**src/rtl/core/rhbt_ram.sv**
```systemverilog
// Generic single-write, single-read RAM with a registered read port.
// Depends on nothing.
`default_nettype none

module rhbt_ram #(
  parameter int WIDTH = 8,
  parameter int DEPTH = 16
) (
  input  wire logic                                        clk,
  input  wire logic                                        we,
  input  wire logic [((DEPTH > 1) ? $clog2(DEPTH) : 1)-1:0] waddr,
  input  wire logic [WIDTH-1:0]                            wdata,
  input  wire logic                                        re,
  input  wire logic [((DEPTH > 1) ? $clog2(DEPTH) : 1)-1:0] raddr,
  output logic      [WIDTH-1:0]                            rdata
);

  logic [WIDTH-1:0] mem [DEPTH];

  always_ff @(posedge clk) begin
    if (we) begin
      mem[waddr] <= wdata;
    end
    if (re) begin
      rdata <= mem[raddr];
    end
  end

endmodule

`default_nettype wire

```
**config.mk**
```make
export PLATFORM = sky130hd
export DESIGN_NAME = rhbt_ram
export DESIGN_NICKNAME = d
export VERILOG_FILES = /design/src/rtl/core/rhbt_ram.sv
export SDC_FILE = /design/constraint.sdc
export NUM_CORES = 1
export LEC_CHECK = 0
export BUFFER_PORTS_ARGS = -buffer_cell sky130_fd_sc_hd__buf_2
export CORE_ASPECT_RATIO = 0.7
export CORE_UTILIZATION = 25
export CTS_CLUSTER_SIZE = 12
export DETAILED_ROUTE_END_ITERATION = 12
export MAX_ROUTING_LAYER = met4
export PLACE_DENSITY = 0.43
export SETUP_SLACK_MARGIN = 0.15
export SYNTH_ARGS = -nofsm -noshare
export SYNTH_HDL_FRONTEND = slang
export SYNTH_SLANG_ARGS = --single-unit
```
**constraint.sdc**
```tcl
create_clock -name clk -period 2.2 [get_ports clk]
set_clock_uncertainty 0.15 [all_clocks]
set_input_delay 0 -clock clk [delete_from_list [all_inputs] [get_ports clk]]
set_output_delay 0 -clock clk [all_outputs]
set_load 0.01 [all_outputs]
```
==> impl_metrics.env, run 1 <==
export IMPL_outcome="completed"
export IMPL_rows=43
export IMPL_via_per_inst=4.360
export IMPL_drc=0
export IMPL_power_density_nw_per_um2=929.5
export IMPL_syn_to_final_growth_pct=23.70
export IMPL_final_cells=578
export IMPL_crit_family="buffers and inverters"
export IMPL_cts_max_level=4
export IMPL_synth_area_leaders="edfxtp_1 (78%), mux4_2 (7.8%), mux4_1 (7.0%)"
export IMPL_grt_pass1_vias=2606
export IMPL_power_mw=6.010
export IMPL_slew_viol_final=0
export IMPL_p_leak_nw=2.148
export IMPL_worstSetupStartpointType="input port"
export IMPL_diodes=0
export IMPL_worst_path_max_fanout=4
export IMPL_start_util_pct=25.98
export IMPL_postSynthAreaPerCell_um2=22.83
export IMPL_die_area_um2=21500
export IMPL_cpMaxStageDelayCell="dlygate4sd3_1"
export IMPL_antenna_found_initial=0
export IMPL_seq_area_frac_synth_pct=78.12
export IMPL_ant_nets=0
export IMPL_synth_area_um2=5228
export IMPL_crit_path_frequent_cell="dlygate4sd3_1"
export IMPL_yosysTopAreaCell="edfxtp_1"
export IMPL_place_congestion=0.6957
export IMPL_core_area_um2=20120
export IMPL_synth_edf_count=136
export IMPL_worst_path_buf_inv=3
export IMPL_path_cells="dlygate4sd3_1 > buf_2 > or3b_2 > nor2_1 > dlygate4sd3_1"
export IMPL_synthArstFlopShare_pct=0
export IMPL_fp_dieH_um=123.0
export IMPL_synth_top_area_share_pct=78.12
export IMPL_grt_max_degree=33
export IMPL_numCtsBuffers=17
export IMPL_portBuffers=26
export IMPL_cap_violations=0
export IMPL_yosysMostFrequentCell="edfxtp_1"
export IMPL_path_clk_slew_ns=0.06
export IMPL_cp_slowest_stage_delay_ns=0.61
export IMPL_ys_flop_type="edfxtp_1"
export IMPL_ys_ff_latch=136
export IMPL_die_w_um=174.8
export IMPL_ioPinCount=27
export IMPL_placed_cells=535
export IMPL_fmax_mhz=518.7
export IMPL_setup_viol=0
export IMPL_gr_total_overflow=0
export IMPL_post_cts_buffers=0
export IMPL_synth_warnings=0
export IMPL_wl_per_cell_um=20.24
export IMPL_clk_path_buf_depth=2
export IMPL_cts_root_buf="clkbuf_16"
export IMPL_first_pass_iters=4
export IMPL_drive_above_1_share_pct=28.90
export IMPL_fin_tns_setup_ns=0
export IMPL_worstSetupPathType="input port to register"
export IMPL_min_path_type="input port to register"
export IMPL_vias=2520
export IMPL_crit_arrival_ns=1.90
export IMPL_cts_sinks=136
export IMPL_synth_nets=248
export IMPL_grt_usage_pct=11.87
export IMPL_drt_iter0_markers=155
export IMPL_cts_tree="built"
export IMPL_grt_first_pass_wirelength_um=17240
export IMPL_synth_distinct_cells=18
export IMPL_period_needed_ns=1.928
export IMPL_final_nets=314
export IMPL_fin_util_pct=32.14
export IMPL_hold_viol_final=0
export IMPL_cts_resized=0
export IMPL_place_hpwl_um=7487
export IMPL_irDropWorstVdd_v=0.0005743
export IMPL_end_kind="register"
export IMPL_synthCells=229
export IMPL_period_share_pct=87.64
export IMPL_worstPathRequired_ns=2.17
export IMPL_clkLatencyLatePin_ns=0.40
export IMPL_tightest_slew_ns=0.4839
export IMPL_wl_um=11700
export IMPL_ys_top_cells_by_count="edfxtp_1 (136), mux4_2 (18), a22oi_1 (16)"
export IMPL_rsz0062_at_grt="no"
export IMPL_slew_headroom_pct=67.74
[through the flow]
step	setup slack, ns	hold slack, ns	instance area [µm²]
floorplan	0.5571	-0.05113	5228
global placement	0.3966	0.2465	5784
detailed placement	0.3725	0.2533	5784
CTS	0.2946	0.02984	6466
global route	0.2471	0.05185	6466
finish	0.2719	0.04601	6466
[tightest hold or removal path, stage by stage]
cell and delay [ns]:
buf_2 0.17, nor3_1 0.07, buf_4 0.18
[placed cells by master, fill, tap and decap left out, drive strengths merged]
| cell | n |
|---|---|
| buf | 46 |
| clkbuf | 22 |
| and2 | 1 |
| nand3 | 1 |
| clkinvlp | 1 |
| nor3 | 4 |
| bufinv | 3 |
| and2b | 1 |
| a22oi | 16 |
| nor2b | 1 |
| nand2 | 9 |
| or3b | 1 |
| edfxtp | 136 |
| clkinv | 6 |
| nand2b | 2 |
| nand3b | 2 |
| dlygate4sd3 | 11 |
| nor2 | 13 |
| mux4 | 32 |
[layer usage]
| layer | part of all wire [%] | routed length, µm | GRT usage, % |
|---|---|---|---|
| met1 | 53 | 6243 | 17.51 |
| met2 | 40 | 4672 | 15.60 |
| met3 | 6.2 | 722 | 3.659 |
| met4 | 0.50 | 58 | 2.935 |
| met5 | 0 | 0 | - |
[flip-flops by register name, summed over array words and instances, names as in the netlist]
name	count
mem	128
rdata	8
[cell type report]
class	count	area, µm²
fill	1956	13660
timing repair buffer	57	415.4
clock buffer	22	444.2
multi-input combinational	83	1057
clock inverter	10	127.6
sequential	136	4084
tap	270	337.8
[worst paths after layout]
kind	startpoint	end	slack, ns	cells after the start
hold reg to reg	mem[7][2]	rdata[2]	0.59	3
setup / recovery	waddr[3]	mem[2][6]	0.27	5
setup reg to reg	mem[9][4]	rdata[4]	0.52	3
hold / removal	waddr[0]	mem[4][4]	0.05	3
[cell families after synthesis]
family	count (synthesis)	synth area share (%)
buffers and inverters	10	1.651
AO/OA/AOI/OAI	16	2.298
multiplexers	32	14.79
flip-flops	136	78.12
AND/OR/NAND/NOR	35	3.136
[repair_timing]
| action | in CTS | in global routing |
|---|---|---|
| hold buffers | 11 | 0 |
| endpoints found under the setup margin | 0 | 0 |
| endpoints found under the hold margin | 138 | 0 |
[report_power, final]
group          leakage, nW  internal (mW)  total, mW  switching (mW)
Combinational        0.637          0.127      0.292           0.165
Sequential            1.24           2.92       2.94          0.0194
Clock                0.275           1.77       2.78            1.01
(Power assumes the default switching activity.)
==> inputs of run 2 (changes only) <==
--- a/config.mk
+++ b/config.mk
@@ -7,11 +7,11 @@
 export LEC_CHECK = 0
 export BUFFER_PORTS_ARGS = -buffer_cell sky130_fd_sc_hd__buf_2
 export CORE_ASPECT_RATIO = 0.7
-export CORE_UTILIZATION = 25
+export CORE_UTILIZATION = 60
 export CTS_CLUSTER_SIZE = 12
 export DETAILED_ROUTE_END_ITERATION = 12
 export MAX_ROUTING_LAYER = met4
-export PLACE_DENSITY = 0.43
+export PLACE_DENSITY = 0.82
 export SETUP_SLACK_MARGIN = 0.15
 export SYNTH_ARGS = -nofsm -noshare
 export SYNTH_HDL_FRONTEND = slang
==> run 2 against run 1 <==
  * First-iteration DRC count grew 65%
  * Fmax grew 20%
  * Clock power shrank 4%
  * Sequential share of layout area grew 2.3 points
  * Sequential power is essentially flat
  * Largest power group unchanged
  * Total power shrank 1.9%
  * Critical endpoint is now rdata[7]
  * Worst hold slack lost 0.032 ns
  * Register-to-register slack gained 0.07 ns
==> impl_metrics.env, run 2 (synthesis results as in run 1) <==
export IMPL_period_share_pct=72.96
export IMPL_grt_first_pass_wirelength_um=15180
export IMPL_cts_sinks=136
export IMPL_wl_um=10200
export IMPL_cts_max_level=4
export IMPL_die_area_um2=9096
export IMPL_place_hpwl_um=6175
export IMPL_clkLatencyLatePin_ns=0.42
export IMPL_tightest_slew_ns=0.7062
export IMPL_start_util_pct=61.91
export IMPL_setup_viol=0
export IMPL_worstSetupPathType="register to register"
export IMPL_p_leak_nw=2.126
export IMPL_drc=0
export IMPL_antenna_found_initial=0
export IMPL_power_density_nw_per_um2=944.5
export IMPL_r2r_start="mem[3][7]"
export IMPL_outcome="completed"
export IMPL_fp_dieH_um=80.10
export IMPL_grt_use_met1_pct=34.48
export IMPL_reg2regPathDepth=3
export IMPL_crit_arrival_ns=1.62
export IMPL_cts_root_buf="clkbuf_16"
export IMPL_irDropWorstVdd_v=0.0006269
export IMPL_largest_register_ffs=128
export IMPL_setup_worst_path_start="mem[3][7]"
export IMPL_fin_util_pct=73.92
export IMPL_ff2ff_setup_slack_ns=0.59
export IMPL_fin_tns_setup_ns=0
export IMPL_slew_headroom_pct=52.75
export IMPL_final_nets=311
export IMPL_met2_usage_pct=41.16
export IMPL_ant_nets=0
export IMPL_min_path_type="input port to register"
export IMPL_slew_viol_final=0
export IMPL_end_kind="register"
export IMPL_clk_path_buf_depth=2
export IMPL_portBuffers=26
export IMPL_rows=28
export IMPL_drt_iter0_markers=255
export IMPL_ioPinCount=27
export IMPL_grt_pass1_vias=2580
export IMPL_drive_above_1_share_pct=30.59
export IMPL_top_register="mem"
export IMPL_period_needed_ns=1.605
export IMPL_die_w_um=113.6
export IMPL_grt_max_degree=33
export IMPL_fmax_mhz=623.0
export IMPL_syn_to_final_growth_pct=19.39
export IMPL_via_per_inst=5.875
export IMPL_core_area_um2=8443
export IMPL_rsz0062_at_grt="no"
export IMPL_nFillCells=486
export IMPL_diodes=0
export IMPL_worst_path_max_fanout=1
export IMPL_vias=2491
export IMPL_endpoint="rdata[7]"
export IMPL_r2r_end="rdata[7]"
export IMPL_gr_max_usage_layer="met2"
export IMPL_worstPathRequired_ns=2.21
export IMPL_layout_commonest_cell="edfxtp_1"
export IMPL_reg_largest_list="mem: 128 flops, rdata: 8 flops"
export IMPL_cap_violations=0
export IMPL_place_congestion=0.7118
export IMPL_cts_tree="built"
export IMPL_numCtsBuffers=17
export IMPL_cts_resized=0
export IMPL_regArea_um2=4084
export IMPL_final_cell_mix="edfxtp_1 (136), buf_2 (26), mux4_2 (18)"
export IMPL_met3_usage_pct=6.566
export IMPL_wl_per_cell_um=24.04
export IMPL_gr_total_overflow=0
export IMPL_first_pass_iters=5
export IMPL_path_clk_slew_ns=0.06
export IMPL_worstSetupStartpointType="register"
export IMPL_hold_viol_final=0
export IMPL_multi_input_area_um2=1057
export IMPL_grt_usage_pct=26.66
## run 2: how the worst min path moves through the flow
| stage | startpoint | endpoint | slack [ns] | depth (start not counted) |
|---|---|---|---|---|
| global placement | re | rdata[3] | 0.23 | 1 |
| detailed placement | re | rdata[3] | 0.23 | 1 |
| global route | waddr[1] | mem[0][4] | 0.02 | 3 |
| CTS | waddr[1] | mem[0][2] | 0.0009 | 3 |
| floorplan | wdata[0] | mem[0][0] | -0.05 | 0 |
| finish | waddr[0] | mem[12][4] | 0.01 | 3 |
## run 2: metal layers
layer | share of wire [%] | wire length [µm]
met4 | 1.4 | 145
met1 | 41 | 4153
met2 | 49 | 5024
met5 | 0 | 0
met3 | 8.6 | 872
## run 2: timing repair
item                                   CTS  global route
hold buffers                             9             0
setup endpoints to repair                0             0
setup buffers                            0             0
endpoints found under the hold margin  136             0
## run 2: metrics by stage
step | instances | instance area [µm²] | total power, mW | hold WS (ns) | setup slack, ns
2_1_floorplan | 229 | 5228 | 3.138 | -0.05113 | 0.5571
3_3_place_gp | 384 | 5589 | 3.243 | 0.2288 | 0.5295
3_5_place_dp | 384 | 5589 | 3.258 | 0.2314 | 0.4972
4_1_cts | 424 | 6241 | 5.931 | 0.0008578 | 0.5692
5_1_grt | 424 | 6241 | 6.053 | 0.02233 | 0.5162
6_report | 424 | 6241 | 5.895 | 0.01416 | 0.5948
## run 2: cell type report
type,count,area share (%)
multi-input combinational,83,16.94
clock buffer,18,6.877
sequential,136,65.44
tap,120,2.406
clock inverter,13,2.125
timing repair buffer,54,6.215
## run 2: report_power, final
part / internal, mW / switching (mW)
clock: 1.65 / 1.03
sequential: 2.92 / 0.0189
combinational: 0.124 / 0.152
total: 4.69 / 1.20
## run 2: worst max-delay path, stage by stage, from the launching register on
cell and delay [ns]:
edfxtp_1 0.38, mux4_2 0.49, a22oi_1 0.25, nand2_1 0.08
