$ cat config.mk
export PLATFORM = sky130hd
export DESIGN_NAME = rhbt_accum
export DESIGN_NICKNAME = d
export VERILOG_FILES = /design/src/rtl/core/rhbt_pkg.sv /design/src/rtl/core/rhbt_accum.sv
export SDC_FILE = /design/constraint.sdc
export NUM_CORES = 1
export LEC_CHECK = 0
export ABC_CLOCK_PERIOD_IN_PS = 3100
export BUFFER_PORTS_ARGS = -buffer_cell sky130_fd_sc_hd__buf_2
export CAP_MARGIN = 5
export CORE_AREA = 3 3 117 119
export DETAILED_ROUTE_END_ITERATION = 8
export DIE_AREA = 0 0 120 122
export HOLD_SLACK_MARGIN = 0.15
export PLACE_DENSITY = 0.82
export SLEW_MARGIN = 20
export SYNTH_ARGS = -nofsm -noshare
export SYNTH_HDL_FRONTEND = slang
export SYNTH_SLANG_ARGS = --single-unit
$ cat constraint.sdc
create_clock -name clk -period 3.1 [get_ports clk]
set_clock_uncertainty 0.1 [all_clocks]
set_input_delay 0 -clock clk [delete_from_list [all_inputs] [get_ports clk]]
set_output_delay 0 -clock clk [all_outputs]
set_load 0.05 [all_outputs]
$ cat src/rtl/core/rhbt_pkg.sv
// Shared types and constants of the resource hazard barrier tracker.
// Depends on nothing; the tracker and its accumulator import it.
`default_nettype none

package rhbt_pkg;

  localparam int NUM_RESOURCES = 64;
  localparam int MAX_MIPS      = 16;
  localparam int TABLE_DEPTH   = NUM_RESOURCES * MAX_MIPS;
  localparam int ADDR_W        = (TABLE_DEPTH > 1) ? $clog2(TABLE_DEPTH) : 1;

  localparam int RES_W    = 6;
  localparam int MIP_W    = 4;
  localparam int CNT_W    = 5;
  localparam int MASK_W   = 48;
  localparam int LAYOUT_W = 8;

  localparam logic [LAYOUT_W-1:0] LAYOUT_UNDEFINED = '0;

  // One table entry: the masks gathered since the last barrier and the layout.
  typedef struct packed {
    logic [MASK_W-1:0]   stages;
    logic [MASK_W-1:0]   rd;
    logic [MASK_W-1:0]   wr;
    logic [LAYOUT_W-1:0] layout;
  } entry_t;

  localparam int ENTRY_W = $bits(entry_t);

  // Summary of the entries gathered over a mip range.
  typedef struct packed {
    logic [MASK_W-1:0]   stages;
    logic [MASK_W-1:0]   rd;
    logic [MASK_W-1:0]   wr;
    logic [LAYOUT_W-1:0] first_layout;
    logic                mixed;
  } acc_t;

endpackage

`default_nettype wire

$ cat src/rtl/core/rhbt_accum.sv
// OR and layout-compare unit that folds table entries one per cycle while enabled.
// Depends on rhbt_pkg.
`default_nettype none

module rhbt_accum
  import rhbt_pkg::*;
(
  input  wire logic   clk,
  input  wire logic   rst_n,
  input  wire logic   start,
  input  wire logic   en,
  input  wire entry_t din,
  output acc_t        acc
);

  logic   first_r;
  acc_t   acc_r;

  always_ff @(posedge clk) begin
    if (!rst_n) begin
      first_r <= 1'b1;
    end else if (start) begin
      first_r <= 1'b1;
    end else if (en) begin
      first_r <= 1'b0;
    end
  end

  always_ff @(posedge clk) begin
    if (start) begin
      acc_r <= '0;
    end else if (en) begin
      acc_r.stages <= acc_r.stages | din.stages;
      acc_r.rd     <= acc_r.rd | din.rd;
      acc_r.wr     <= acc_r.wr | din.wr;
      if (first_r) begin
        acc_r.first_layout <= din.layout;
      end else if (din.layout != acc_r.first_layout) begin
        acc_r.mixed <= 1'b1;
      end
    end
  end

  assign acc = acc_r;

endmodule

`default_nettype wire

==> results of run 1 <==
-- cell families after synthesis --
logic type / after synthesis / share of synthesized area
and+or+nand+nor: 166 / 0.135
xor gates and xnor gates: 8 / 0.0146
AOI/OAI and AO/OA: 154 / 0.161
buffers and inverters: 36 / 0.0469
DFF: 154 / 0.643
-- through the flow --
step,cells,hold WS (ns),utilization
after floorplan,518,-0.0167,-
after global placement,965,0.120,0.503
after detailed placement,965,0.122,0.503
==> summary.txt, run 1 <==
Placed design
  • Post-Place Setup Slack: 1.71 ns
  • Final weighted congestion of routability-driven global placement: 0.724
  • Half-perimeter wire length after detailed placement: 9790 um
  • Instance area at placement: 0.00638 mm^2
  • IO Port Bufs: 308

Synth
  • Share of the synthesized area in the top cell type: 0.643
  • Cell type with the highest aggregate area in the netlist: sky130_fd_sc_hd__dfxtp_1
  • Number of instances in the synthesized netlist: 518
  • Most instantiated cells after synthesis: sky130_fd_sc_hd__dfxtp_1, sky130_fd_sc_hd__a21oi_1, sky130_fd_sc_hd__nor2_1
  • Largest cells by area after synthesis: sky130_fd_sc_hd__dfxtp_1, sky130_fd_sc_hd__a21oi_1, sky130_fd_sc_hd__nor2_1
  • Fraction of registers with async set/reset: 0
  • Count of flip-flops with a built-in enable after synthesis: 0
  • Average instance area after synthesis: 9.26 um^2
  • Dominant synthesized flop cell: sky130_fd_sc_hd__dfxtp_1
  • Share of synthesized area occupied by flip-flops and latches: 0.643
  • Post-synthesis instance area: 0.00480 mm^2
  • Flip-flop and latch count after synthesis: 154
  • Number of distinct library cell variants in the gate-level netlist after synthesis: 16
  • Dominant cell by count in the synthesized netlist: sky130_fd_sc_hd__dfxtp_1
  • Synthesized Nets: 674
  • Ys Warns: 0

Die
  • Die outline height: 122 um
  • IO Count: 309
  • Initial Utilization: 0.379
  • Row Count: 41
  • Die width: 120 um

Clock network
  • Count of instances resized after the clock tree is built: 0
  • # clock sinks: 154
  • H-tree Lvls: 4
  • Cts bufs inserted: 17
  • Root Driver: sky130_fd_sc_hd__clkbuf_16
  • Max clock buf depth: 2
  • Hold buffer count at cts: 200
  • Number of setup buffers added after CTS: 0

Status
  • Stage at which the run stopped: 4_1_cts
  • Error msg: [ERROR RSZ-0060] Max buffer count reached.
  • Result of the run: stopped before the end
==> inputs of run 2 (changes only) <==
--- a/config.mk
+++ b/config.mk
@@ -8,11 +8,10 @@
 export ABC_CLOCK_PERIOD_IN_PS = 3100
 export BUFFER_PORTS_ARGS = -buffer_cell sky130_fd_sc_hd__buf_2
 export CAP_MARGIN = 5
-export CORE_AREA = 3 3 117 119
+export CORE_MARGIN = 3
+export CORE_UTILIZATION = 35
 export DETAILED_ROUTE_END_ITERATION = 8
-export DIE_AREA = 0 0 120 122
-export HOLD_SLACK_MARGIN = 0.15
-export PLACE_DENSITY = 0.82
+export PLACE_DENSITY_LB_ADDON = 0.15
 export SLEW_MARGIN = 20
 export SYNTH_ARGS = -nofsm -noshare
 export SYNTH_HDL_FRONTEND = slang
==> run 2 against run 1 <==
  * The run now ends clean
  * Synthesized cell count unchanged
  * Synthesized area unchanged
==> summary.txt, run 2 <==
Placed design
  • Half-perimeter wire length after detailed placement: 10100 um
  • IO Port Bufs: 308
  • Final weighted congestion of routability-driven global placement: 0.757

Detailed routing
  • ANT nets after route: 0
  • Number of detailed-routing iterations run before antenna repair: 4
  • Vias per cell: 4.59
  • Vias after detailed routing: 5289
  • Final routed wirelength across all metal layers: 16200 um
  • Iter 0 DRT Violations: 275
  • Routed WL per cell: 14.1 um
  • Detailed-route DRC error count: 0

Worst setup path
  • Family with the most delay on the worst path: flip-flops
  • WP buf/inv: 0
  • Delay of the slowest cell on the worst path: 0.57 ns
  • Classification of the worst setup path: reg2reg
  • Internal reg-to-reg setup slack: 1.87 ns
  • Maximum net fanout on the critical path: 11
  • Crit path capture type: register
  • Worst path required time: 3.25 ns
  • Critical path data arrival time: 1.38 ns
  • Kind of launch point of the worst setup path: register
  • Critical path, cell by cell: nand2_2, nand2_1, a21oi_1
  • Slowest stage cell on the critical path: sky130_fd_sc_hd__dfxtp_1

Pwr
  • Peak supply drop: 0.312 mV
  • Leakage power: 0.00412 uW
  • Sequential share of power: 0.415
  • Clock share of power: 0.376
  • Net switching fraction of the power: 0.293
  • Internal power: 3730 uW
  • Total power after layout: 5270 uW
  • Part of the power in combinational logic: 0.209
  • Ratio of total power to cell area: 622 mW/mm^2
  • Switching power total: 1540 uW

Synth
  • Ys Warns: 0
  • Dominant synthesized flop cell: sky130_fd_sc_hd__dfxtp_1
  • Share of synthesized area occupied by flip-flops and latches: 0.643
  • Number of distinct library cell variants in the gate-level netlist after synthesis: 16
  • Share of the synthesized area in the top cell type: 0.643
  • Flip-flop and latch count after synthesis: 154
  • Post-synthesis instance area: 0.00480 mm^2
  • Average instance area after synthesis: 9.26 um^2
  • Number of instances in the synthesized netlist: 518
  • Synthesized Nets: 674
  • Dominant cell by count in the synthesized netlist: sky130_fd_sc_hd__dfxtp_1
  • Largest cells by area after synthesis: sky130_fd_sc_hd__dfxtp_1, sky130_fd_sc_hd__a21oi_1, sky130_fd_sc_hd__nor2_1
  • Fraction of registers with async set/reset: 0
  • Most instantiated cells after synthesis: sky130_fd_sc_hd__dfxtp_1, sky130_fd_sc_hd__a21oi_1, sky130_fd_sc_hd__nor2_1
  • Count of flip-flops with a built-in enable after synthesis: 0
  • Cell type with the highest aggregate area in the netlist: sky130_fd_sc_hd__dfxtp_1

Die
  • IO Count: 309
  • Row Count: 42
  • Initial Utilization: 0.359
  • Die width: 123 um
  • Die outline height: 123 um
  • Core outline area: 0.0133 mm^2
  • Area of the die: 0.0151 mm^2

Global route
  • Largest net degree at the start of global routing: 83
  • Overall routing resource usage: 0.206
  • Global-route wire length before repair: 24700 um
  • Number of antenna violations at the first check in global routing: 0
  • Aggregate global routing overflow: 0
  • Vias in the first global route: 5309

Clock network
  • Root Driver: sky130_fd_sc_hd__clkbuf_16
  • Insertion delay of the later-clocked pin in the worst-skew pair: 0.40 ns
  • TritonCTS clock tree: yes
  • H-tree Lvls: 4
  • Max clock buf depth: 2
  • Count of instances resized after the clock tree is built: 0
  • Clock edge transition at the registers on the reported setup and hold paths: 0.05 ns
  • Cts bufs inserted: 17
  • # clock sinks: 154

Finish
  • Fill cell total of the finished layout: 1061
  • Area growth from synthesis to final layout: 76.8%
  • Fin nets: 1122
  • Area of the multi-input gates: 0.00149 mm^2
  • Max reg flops: 153
  • Proportion of layout cells with a drive suffix above 1: 0.346
  • Antenna diode count: 0
  • Most frequent standard cell in the layout excluding fill and tap cells: sky130_fd_sc_hd__buf_2
  • Fin util: 0.635
  • Storage element area: 0.00308 mm^2
  • Highest-count cells in the layout ignoring fill and taps: sky130_fd_sc_hd__buf_2, sky130_fd_sc_hd__dfxtp_1, sky130_fd_sc_hd__dlygate4sd3_1

Status
  • Result of the run: finished clean

STA
  • Relative slew slack: 0.438
  • Worst Tran Pin Value: 0.843 ns
  • Endpoints failing hold: 0
  • Setup repair after global routing missed its margin: no
  • Final-report max-slew violation count: 0
  • Maximum clock frequency: 0.814 GHz
  • Final setup violation count: 0
  • Final min period: 1.23 ns
  • Final period util: 0.396
  • Total negative slack for setup checks: 0 ns

Hold path
  • Type of the worst min-delay path: in2reg

Run
  • Count of maximum capacitance violations: 0
==> run 2: cell counts after synthesis <==
Identical to the previous run, type by type.
==> run 2: kinds of logic after synthesis <==
family | synth area share
AOI/OAI and AO/OA | 0.161
xor gates and xnor gates | 0.0146
buffers and inverters | 0.0469
DFF | 0.643
and+or+nand+nor | 0.135
==> run 2: metal layers <==
layer  up-vias  share of wire  track usage
met5         -              0            0
met4         0          0.029       0.0934
met3        39          0.084       0.0622
met2       232           0.51        0.369
met1      2412           0.38        0.222
li1       2606              -            -
==> run 2: final cells by class <==
cell class | instances | area share
clock buffer | 24 | 0.0568
clock inverter | 6 | 0.0106
inverter | 1 | 0.000443
multi-input combinational | 328 | 0.176
sequential | 154 | 0.363
tap | 176 | 0.0260
timing repair buffer | 464 | 0.367
==> run 2: repair_timing <==
item	in CTS	in global routing
hold buffers	153	0
setup buffers	0	0
hold endpoints to repair	154	0
==> run 2: path summary, 6_finish.rpt <==
check / from / to / depth (start not counted)
setup / recovery: first_r / acc[8] / 3
hold reg to reg: acc[73] / acc[73] / 2
setup reg to reg: first_r / acc[8] / 3
hold / removal: start / acc[99] / 2
==> run 2: per-stage QoR <==
step           std cells  hold WS (ns)  setup slack (ns)  area [um^2]
2_1_floorplan        518       -0.0167              1.72         4800
3_3_place_gp         970        0.0961              1.65         6380
3_5_place_dp         970        0.0931              1.60         6380
4_1_cts             1153        0.0330              1.86         8480
5_1_grt             1153        0.0904              1.77         8480
6_report            1153        0.0401              1.87         8480
==> run 2: power by group through the flow <==
stage,Combinational (uW),Sequential (uW),Clock [uW]
after floorplan,208,2690,0
after global placement,933,2220,0
after detailed placement,942,2230,0
after CTS,1090,2190,2030
after global routing,1170,2200,2110
final,1100,2190,1980
Power figures use the tool's default switching activity.
==> inputs of run 3 (changes only) <==
--- a/config.mk
+++ b/config.mk
@@ -5,7 +5,8 @@
 export SDC_FILE = /design/constraint.sdc
 export NUM_CORES = 1
 export LEC_CHECK = 0
-export ABC_CLOCK_PERIOD_IN_PS = 3100
+export ABC_AREA = 1
+export ABC_CLOCK_PERIOD_IN_PS = 1200
 export BUFFER_PORTS_ARGS = -buffer_cell sky130_fd_sc_hd__buf_2
 export CAP_MARGIN = 5
 export CORE_MARGIN = 3
==> constraint.sdc (replaced) <==
create_clock -name clk -period 1.2 [get_ports clk]
set_clock_uncertainty 0.1 [all_clocks]
set_input_delay 0 -clock clk [delete_from_list [all_inputs] [get_ports clk]]
set_output_delay 0 -clock clk [all_outputs]
set_load 0.05 [all_outputs]
==> run 3 against run 2 <==
  * Count of clock-buffer cells in the layout is 3 lower
  * Total power grew to 2.7 times the previous value
  * Synthesized cell count is 3.5% higher
  * First-iteration DRC count is 1.5% higher
  * Critical path depth is 2 higher
  * Synthesized area is 0.60% higher
  * Sequential cell count stayed put
  * Critical path type is now in2reg
  * Register-to-register slack worse by 1.7 ns
  * Global-route usage is 0.37 points higher
==> summary.txt, run 3 <==
Status
  • Result of the run: finished clean

Synth
  • Number of instances in the synthesized netlist: 536
  • Number of distinct library cell variants in the gate-level netlist after synthesis: 15
  • Flip-flop and latch count after synthesis: 154
  • Dominant cell by count in the synthesized netlist: sky130_fd_sc_hd__nor2_1
  • Ys Warns: 0
  • Most instantiated cells after synthesis: sky130_fd_sc_hd__nor2_1, sky130_fd_sc_hd__dfxtp_1, sky130_fd_sc_hd__a21oi_1
  • Average instance area after synthesis: 9.01 um^2
  • Cell type with the highest aggregate area in the netlist: sky130_fd_sc_hd__dfxtp_1
  • Post-synthesis instance area: 0.00483 mm^2
  • Share of synthesized area occupied by flip-flops and latches: 0.639
  • Dominant synthesized flop cell: sky130_fd_sc_hd__dfxtp_1
  • Share of the synthesized area in the top cell type: 0.639
  • Fraction of registers with async set/reset: 0
  • Synthesized Nets: 692
  • Largest cells by area after synthesis: sky130_fd_sc_hd__dfxtp_1, sky130_fd_sc_hd__a21oi_1, sky130_fd_sc_hd__nor2_1
  • Count of flip-flops with a built-in enable after synthesis: 0

Clock network
  • H-tree Lvls: 4
  • Clock edge transition at the registers on the reported setup and hold paths: 0.06 ns
  • TritonCTS clock tree: yes
  • Insertion delay of the later-clocked pin in the worst-skew pair: 0.41 ns
  • Root Driver: sky130_fd_sc_hd__clkbuf_16
  • Cts bufs inserted: 17
  • # clock sinks: 154
  • Max clock buf depth: 2

Worst setup path
  • Crit path capture type: register
  • Internal reg-to-reg setup slack: 0.18 ns
  • Logic depth of the worst setup path including buffers: 5
  • Worst path required time: 1.44 ns
  • Classification of the worst setup path: in2reg
  • Critical path, cell by cell: dlygate4sd3_1, buf_4, buf_12, a21oi_1, nor2_1
  • CP startpoint: en
  • Delay of the slowest cell on the worst path: 0.53 ns
  • Kind of launch point of the worst setup path: input port
  • WP buf/inv: 3
  • Endpoint of the worst setup timing path: acc[60]
  • Capturing point of the worst reg2reg path: acc[3]
  • Source of the worst register-to-register timing path: first_r
  • Slowest stage cell on the critical path: sky130_fd_sc_hd__dlygate4sd3_1
  • Family with the most delay on the worst path: buffers and inverters
  • Depth of the worst register-to-register path: 4
  • Maximum net fanout on the critical path: 68
  • Critical path data arrival time: 1.38 ns

Detailed routing
  • Number of detailed-routing iterations run before antenna repair: 6
  • Final routed wirelength across all metal layers: 16800 um
  • Vias per cell: 4.59
  • Vias after detailed routing: 5394
  • Iter 0 DRT Violations: 279
  • ANT nets after route: 0
  • Routed WL per cell: 14.3 um
  • Detailed-route DRC error count: 0

Global route
  • Largest net degree at the start of global routing: 69
  • Vias in the first global route: 5436
  • Global-route wire length before repair: 25100 um
  • Overall routing resource usage: 0.209
  • Number of antenna violations at the first check in global routing: 0
  • Aggregate global routing overflow: 0

STA
  • Worst Tran Pin Value: 0.297 ns
  • Maximum clock frequency: 0.877 GHz
  • Setup repair after global routing missed its margin: no
  • Final setup slack of the worst path: 0.0594 ns
  • Total negative slack for setup checks: 0 ns
  • Relative slew slack: 0.802
  • Final-report max-slew violation count: 0
  • Final setup violation count: 0
  • Final min period: 1.14 ns
  • Final period util: 0.950
  • Endpoints failing hold: 0

Finish
  • Most frequent standard cell in the layout excluding fill and tap cells: sky130_fd_sc_hd__buf_2
  • Antenna diode count: 0
  • Area growth from synthesis to final layout: 79.5%
  • Highest-count cells in the layout ignoring fill and taps: sky130_fd_sc_hd__buf_2, sky130_fd_sc_hd__nor2_1, sky130_fd_sc_hd__dlygate4sd3_1
  • Proportion of layout cells with a drive suffix above 1: 0.349
  • Fin nets: 1146
  • Max reg flops: 153
  • Fin cells: 1176

Placed design
  • Cell count after placement: 992
  • Post-Place Setup Slack: 0.164 ns
  • Final weighted congestion of routability-driven global placement: 0.812
  • Half-perimeter wire length after detailed placement: 10600 um
  • IO Port Bufs: 308

Pwr
  • Ratio of total power to cell area: 1640 mW/mm^2
  • Peak supply drop: 0.882 mV
  • Clock share of power: 0.396
  • Sequential share of power: 0.398
  • Net switching fraction of the power: 0.285
  • Switching power total: 4060 uW
  • Leakage power: 0.00426 uW
  • Part of the power in combinational logic: 0.206
  • Internal power: 10200 uW

Die
  • IO Count: 309
  • Die outline height: 123 um
  • Row Count: 42
  • Initial Utilization: 0.362
  • Die width: 123 um
  • Core outline area: 0.0133 mm^2
  • Area of the die: 0.0152 mm^2

Hold path
  • Type of the worst min-delay path: in2reg
  • Start point of the worst hold path: rst_n

Run
  • Count of maximum capacitance violations: 0
run 3: worst register-to-register path, delay by kind of cell, from the launching register on:
family	cells	cell delay, ns
simple gates	3	0.36
flops	1	0.32
buf+inv	1	0.13
run 3: logic make-up (layout without fill, tap and decap cells):
| kind of cell | count (synthesis) | after routing | share of synthesized area |
|---|---|---|---|
| buffers and inverters | 45 | 509 | 0.0537 |
| AOI/OAI and AO/OA | 157 | 157 | 0.163 |
| and+or+nand+nor | 176 | 176 | 0.138 |
| DFF | 154 | 154 | 0.639 |
| xor gates and xnor gates | 4 | 4 | 0.00726 |
run 3: power groups by stage:
stage / Sequential, uW / Combinational, uW / Clock [uW]
5_1_grt: 5710 / 3120 / 5980
2_1_floorplan: 6980 / 554 / 0
3_3_place_gp: 5750 / 2490 / 0
4_1_cts: 5660 / 2910 / 5750
6_report: 5670 / 2930 / 5630
3_5_place_dp: 5770 / 2510 / 0
run 3: how the worst min path moves through the flow:
stage / to / cells past startpoint
floorplan: first_r / 1
global placement: first_r / 2
detailed placement: first_r / 2
CTS: first_r / 3
global route: acc[145] / 4
finish: first_r / 3
run 3: what timing repair did:
item | in CTS | in global routing
endpoints found under the setup margin | 0 | 2
gates resized for setup | 0 | 2
hold endpoints to repair | 154 | 0
hold buffers | 155 | 0
buffers inserted | 0 | 0
run 3: routing by layer:
| layer | up-vias | routed length [um] | GRT usage |
|---|---|---|---|
| li1 | 2655 | - | - |
| met1 | 2456 | 6180 | 0.206 |
| met2 | 239 | 8720 | 0.387 |
| met3 | 44 | 1360 | 0.0645 |
| met4 | 0 | 525 | 0.115 |
| met5 | - | 0 | 0 |
run 3: stage by stage:
stage                util  total power [uW]  cell area [um^2]  hold WS, ns
floorplan               -              7530              4840      -0.0154
global placement    0.486              8250              6490       0.0952
detailed placement  0.486              8280              6490       0.0968
CTS                 0.649             14300              8660        0.213
global route        0.649             14800              8670        0.246
finish              0.649             14200              8670        0.244
run 3: cell type report:
cell class / count / area, um^2
Clock inverter: 8 / 170
Multi-Input combinational cell: 337 / 1490
Inverter: 12 / 45.0
Tap cell: 176 / 220
Fill cell: 1053 / 4680
Sequential cell: 154 / 3090
Timing Repair Buffer: 468 / 3200
Clock buffer: 21 / 450
